## src/hdl/ialu_pkg.sv

```systemverilog
// shared operation codes and pipeline control type for the integer alu
package ialu_pkg;

   typedef enum logic [1:0] {
      FUNC_ADD = 2'd0,
      FUNC_SUB = 2'd1,
      FUNC_MUL = 2'd2,
      FUNC_DIV = 2'd3
   } func_type;

   typedef struct packed {
      logic     vld;
      func_type func;
      logic     carry;
      logic     dz;
      logic     sa;
      logic     sb;
   } ctl_type;

endpackage

```

## src/hdl/ialu_cell.sv

```systemverilog
// one pipeline cell: one restoring divide step and one shift-add multiply step
module ialu_cell #(
   parameter int WIDTH = 32
) (
   input  logic                 clock,
   input  logic                 reset,
   input  logic                 en,
   input  ialu_pkg::ctl_type    ctl_i,
   input  logic [WIDTH-1:0]     a_i,
   input  logic [WIDTH-1:0]     b_i,
   input  logic [WIDTH-1:0]     num_i,
   input  logic [WIDTH-1:0]     den_i,
   input  logic [WIDTH-1:0]     rem_i,
   input  logic [WIDTH-1:0]     quo_i,
   input  logic [WIDTH-1:0]     acc_i,
   output ialu_pkg::ctl_type    ctl_o,
   output logic [WIDTH-1:0]     a_o,
   output logic [WIDTH-1:0]     b_o,
   output logic [WIDTH-1:0]     num_o,
   output logic [WIDTH-1:0]     den_o,
   output logic [WIDTH-1:0]     rem_o,
   output logic [WIDTH-1:0]     quo_o,
   output logic [WIDTH-1:0]     acc_o
);
   import ialu_pkg::*;

   ctl_type          ctl_ff;
   logic [WIDTH-1:0] a_ff, b_ff, num_ff, den_ff, rem_ff, quo_ff, acc_ff;
   logic [WIDTH-1:0] b_in, num_in, rem_in, quo_in, acc_in;
   logic [WIDTH:0]   trial;
   logic [WIDTH:0]   diff;
   logic             ge;

   always_comb begin
      trial  = {rem_i, num_i[WIDTH-1]};
      diff   = trial - {1'b0, den_i};
      ge     = trial >= {1'b0, den_i};
      rem_in = ge ? diff[WIDTH-1:0] : trial[WIDTH-1:0];
      quo_in = {quo_i[WIDTH-2:0], ge};
      num_in = {num_i[WIDTH-2:0], 1'b0};
      b_in   = {b_i[WIDTH-2:0], 1'b0};
      if (ctl_i.func == FUNC_MUL) begin
         acc_in = {acc_i[WIDTH-2:0], 1'b0} + (b_i[WIDTH-1] ? a_i : '0);
      end else begin
         acc_in = acc_i;
      end
   end

   always_ff @(posedge clock) begin
      if (reset) begin
         ctl_ff.vld <= 1'b0;
      end else if (en) begin
         ctl_ff.vld <= ctl_i.vld;
      end
      if (en) begin
         ctl_ff.func  <= ctl_i.func;
         ctl_ff.carry <= ctl_i.carry;
         ctl_ff.dz    <= ctl_i.dz;
         ctl_ff.sa    <= ctl_i.sa;
         ctl_ff.sb    <= ctl_i.sb;
         a_ff   <= a_i;
         b_ff   <= b_in;
         num_ff <= num_in;
         den_ff <= den_i;
         rem_ff <= rem_in;
         quo_ff <= quo_in;
         acc_ff <= acc_in;
      end
   end

   assign ctl_o = ctl_ff;
   assign a_o   = a_ff;
   assign b_o   = b_ff;
   assign num_o = num_ff;
   assign den_o = den_ff;
   assign rem_o = rem_ff;
   assign quo_o = quo_ff;
   assign acc_o = acc_ff;

endmodule

```

## config.mk

```make
export PLATFORM = sky130hd
export DESIGN_NAME = ialu_cell
export DESIGN_NICKNAME = d
export VERILOG_FILES = /design/src/hdl/ialu_pkg.sv /design/src/hdl/ialu_cell.sv
export SDC_FILE = /design/constraint.sdc
export NUM_CORES = 1
export LEC_CHECK = 0
export BUFFER_PORTS_ARGS = -buffer_cell sky130_fd_sc_hd__buf_2
export CAP_MARGIN = 25
export CORE_ASPECT_RATIO = 1.1
export CORE_MARGIN = 3
export CORE_UTILIZATION = 34
export DETAILED_ROUTE_END_ITERATION = 10
export GPL_TIMING_DRIVEN = 0
export HOLD_SLACK_MARGIN = 0.15
export RECOVER_POWER = 100
export REMOVE_ABC_BUFFERS = 1
export SYNTH_ARGS = -nofsm -noshare
export SYNTH_HDL_FRONTEND = slang
export SYNTH_SLANG_ARGS = --single-unit
```

## constraint.sdc

```tcl
create_clock -name clock -period 4.87 [get_ports clock]
set_input_delay 1.461 -clock clock [delete_from_list [all_inputs] [get_ports clock]]
set_output_delay 1.461 -clock clock [all_outputs]
set_load 0.05 [all_outputs]
```

==> results.json <==
{
  "synth_area_mm2": 0.0112,
  "fp.dieH_um": 196,
  "rsz0062_at_grt": "no",
  "netSwitchingFraction": 0.330,
  "relSlewSlack": -0.839,
  "finalNetCount": 1664,
  "p_leak_nw": 5.77,
  "multiInputGateArea_mm2": 0.00402,
  "fin_skew_ps": 0,
  "vias_per_cell": 4.82,
  "postCtsResizedCells": 0,
  "place.gp.congestion": 0.813,
  "yosysSeqAreaShare": 0.613,
  "max_cap_violations": 1,
  "hold_viol_final": 0,
  "cts_hold_buffers": 0,
  "hpwl_mm": 25.7,
  "areaGrowthSynthToFinish_pct": 29.1,
  "first_iter_violations": 522,
  "insertion_delay_ps": 530,
  "placementRows": 69,
  "grt_pass1_vias": 8646,
  "cts.sinks": 229,
  "synth_edf_count": 228,
  "finalCritPeriodShare": 0.910,
  "synth.area.top_cells": "edfxtp_1 (61%), ha_1 (6.9%), o21ai_0 (3.8%), nand2_1 (3.2%), xor2_1 (2.4%)",
  "holdWs_ps": 504,
  "crit_type": "input port to flip-flop",
  "worstPathArrival_ps": 4700,
  "initial_utilization": 0.346,
  "synthArstFlopShare": 0,
  "required_ps": 5140,
  "wl_per_cell_um": 18.2,
  "fillCellCount": 3204,
  "ys_types": 58,
  "tightestPinTransition_ps": 2760,
  "setup_viol": 0,
  "numCtsBuffers": 26,
  "p_seq_frac": 0.411,
  "pwr-share-clk": 0.341,
  "critPathMaxFanout": 39,
  "h-tree-depth": 1,
  "synth.top_cell.area_share": 0.611,
  "stdcell_area_mm2": 0.0145,
  "drt-total-wl_mm": 33.0,
  "cts.clk_slew.worst_paths_ps": 60,
  "route.vias.total": 8725,
  "die-area_mm2": 0.0352,
  "port_buffers": 461,
  "regArea_mm2": 0.00687,
  "core_area_mm2": 0.0324,
  "clockRootBuffer": "clkbuf_16",
  "status": "finished with violations",
  "combPwrFrac": 0.248,
  "hold_path.class": "flip-flop to flip-flop",
  "place_area_mm2": 0.0140,
  "drc_errors": 0,
  "yosysTopAreaCell": "edfxtp_1",
  "peakVddDrop_mv": 0.277,
  "yosysMostFrequentCell": "edfxtp_1",
  "maxClockFrequency_mhz": 226,
  "cts_tree": "yes",
  "powerDensity_mw_per_mm2": 412,
  "synth_common_cells": "edfxtp_1 (228), nand2_1 (95), o21ai_0 (85)",
  "finalCriticalPeriod_ps": 4430,
  "ys_ff_latch": 229,
  "grt_start_max_net_pins": 122,
  "violations": "max-capacitance violations, max-slew violations",
  "ioPinCount": 465,
  "p_int_mw": 3.99,
  "grt-ovfl-total": 0,
  "worstSetupStartpointType": "input port",
  "endpoint_kind": "flip-flop",
  "syn_inst": 907,
  "syn_avg_cell_area_um2": 12.4,
  "grt_pass1_wl_mm": 48.0,
  "layout-drive-gt1-share": 0.170,
  "post_cts_buffers": 0,
  "synth_warnings": 0,
  "dr.pass1.iters": 6,
  "ant_nets": 0,
  "dieWidth_um": 179,
  "antenna_found_initial": 7,
  "clockBufferDepth": 3,
  "p_sw_mw": 1.96,
  "grt_usage": 0.175,
  "drv_slew": 110,
  "synth_ff_type": "edfxtp_1"
}
-- stage by stage --
step | util | instances | setup TNS (ps) | power, mW | setup slack (ps)
global placement | 0.429 | 1761 | -219680 | 4.01 | -924
global route | 0.447 | 1811 | 0 | 6.22 | 252
CTS | 0.459 | 1809 | 0 | 6.08 | 695
floorplan | - | 874 | 0 | 3.55 | 239
detailed placement | 0.432 | 1764 | 0 | 4.02 | 111
finish | 0.447 | 1811 | 0 | 5.95 | 439
-- final cells by class --
cell class	count	area share
Clock buffer	29	0.0458
Multi-Input combinational cell	602	0.278
Timing Repair Buffer	464	0.138
Inverter	43	0.0112
Clock inverter	16	0.0151
Antenna cell	2	0.000346
Tap cell	426	0.0369
Sequential cell	229	0.475
-- path summary, 6_finish.rpt --
path,from,to,slack [ps],cells past startpoint
max,den_i[1],rem_o[4],440,10
min,ctl_o[6],ctl_o[6],500,2
max reg2reg,ctl_o[6],ctl_o[6],4280,2
min reg2reg,ctl_o[6],ctl_o[6],500,2
-- sequential cells by signal (all words and copies together), names as in the netlist --
name   count
num_o     31
quo_o     32
a_o       32
rem_o     32
den_o     32
b_o       31
acc_o     32
ctl_o      7
-- per-layer routing --
layer / GRT usage / wire [um]
met1: 0.203 / 12700
met2: 0.310 / 16300
met3: 0.0555 / 3250
met4: 0.0482 / 733
met5: 0 / 55
-- critical path: stages --
cell      delay [ps]
clkbuf_1         180
inv_1             70
ha_1             300
nor2b_1          150
o31a_1           270
o31a_1           360
a211oi_2         500
o41a_1           740
buf_12           280
mux2_2           370
-- power groups by stage --
stage / Combinational, mW / Clock (mW) / Sequential (mW)
5_1_grt: 1.58 / 2.17 / 2.46
6_report: 1.48 / 2.03 / 2.44
3_5_place_dp: 1.54 / 0 / 2.47
3_3_place_gp: 1.53 / 0 / 2.48
2_1_floorplan: 0.424 / 0 / 3.13
4_1_cts: 1.55 / 2.10 / 2.44
-- cell usage in the layout (no fill, tap or decap), types with 6 or more instances in the layout --
master,count
a21o_1,30
a21oi_1,47
a31oi_1,7
and2_1,33
buf_2,182
clkbuf_1,282
clkbuf_16,26
clkinv_1,6
edfxtp_1,228
ha_1,62
inv_1,43
nand2_1,95
nand2b_1,10
nand3_1,16
nand4_1,13
nor2_1,35
nor2b_1,8
nor3_1,11
o21a_1,14
o21ai_0,86
o21bai_1,6
xnor2_1,24
xor2_1,31
-- cells by family (layout without fill, tap and decap cells) --
logic type      count (synthesis)  count (layout)  synth area share
mux                             5               5           0.00491
compound gates                232             232             0.132
buf+inv                        77             552            0.0283
simple gates                  244             244             0.106
flops                         229             229             0.613
fa+ha+maj                      64              64            0.0728
other cells                     1               4          0.000335
xor+xnor                       55              55            0.0430
(Power assumes the default switching activity.)
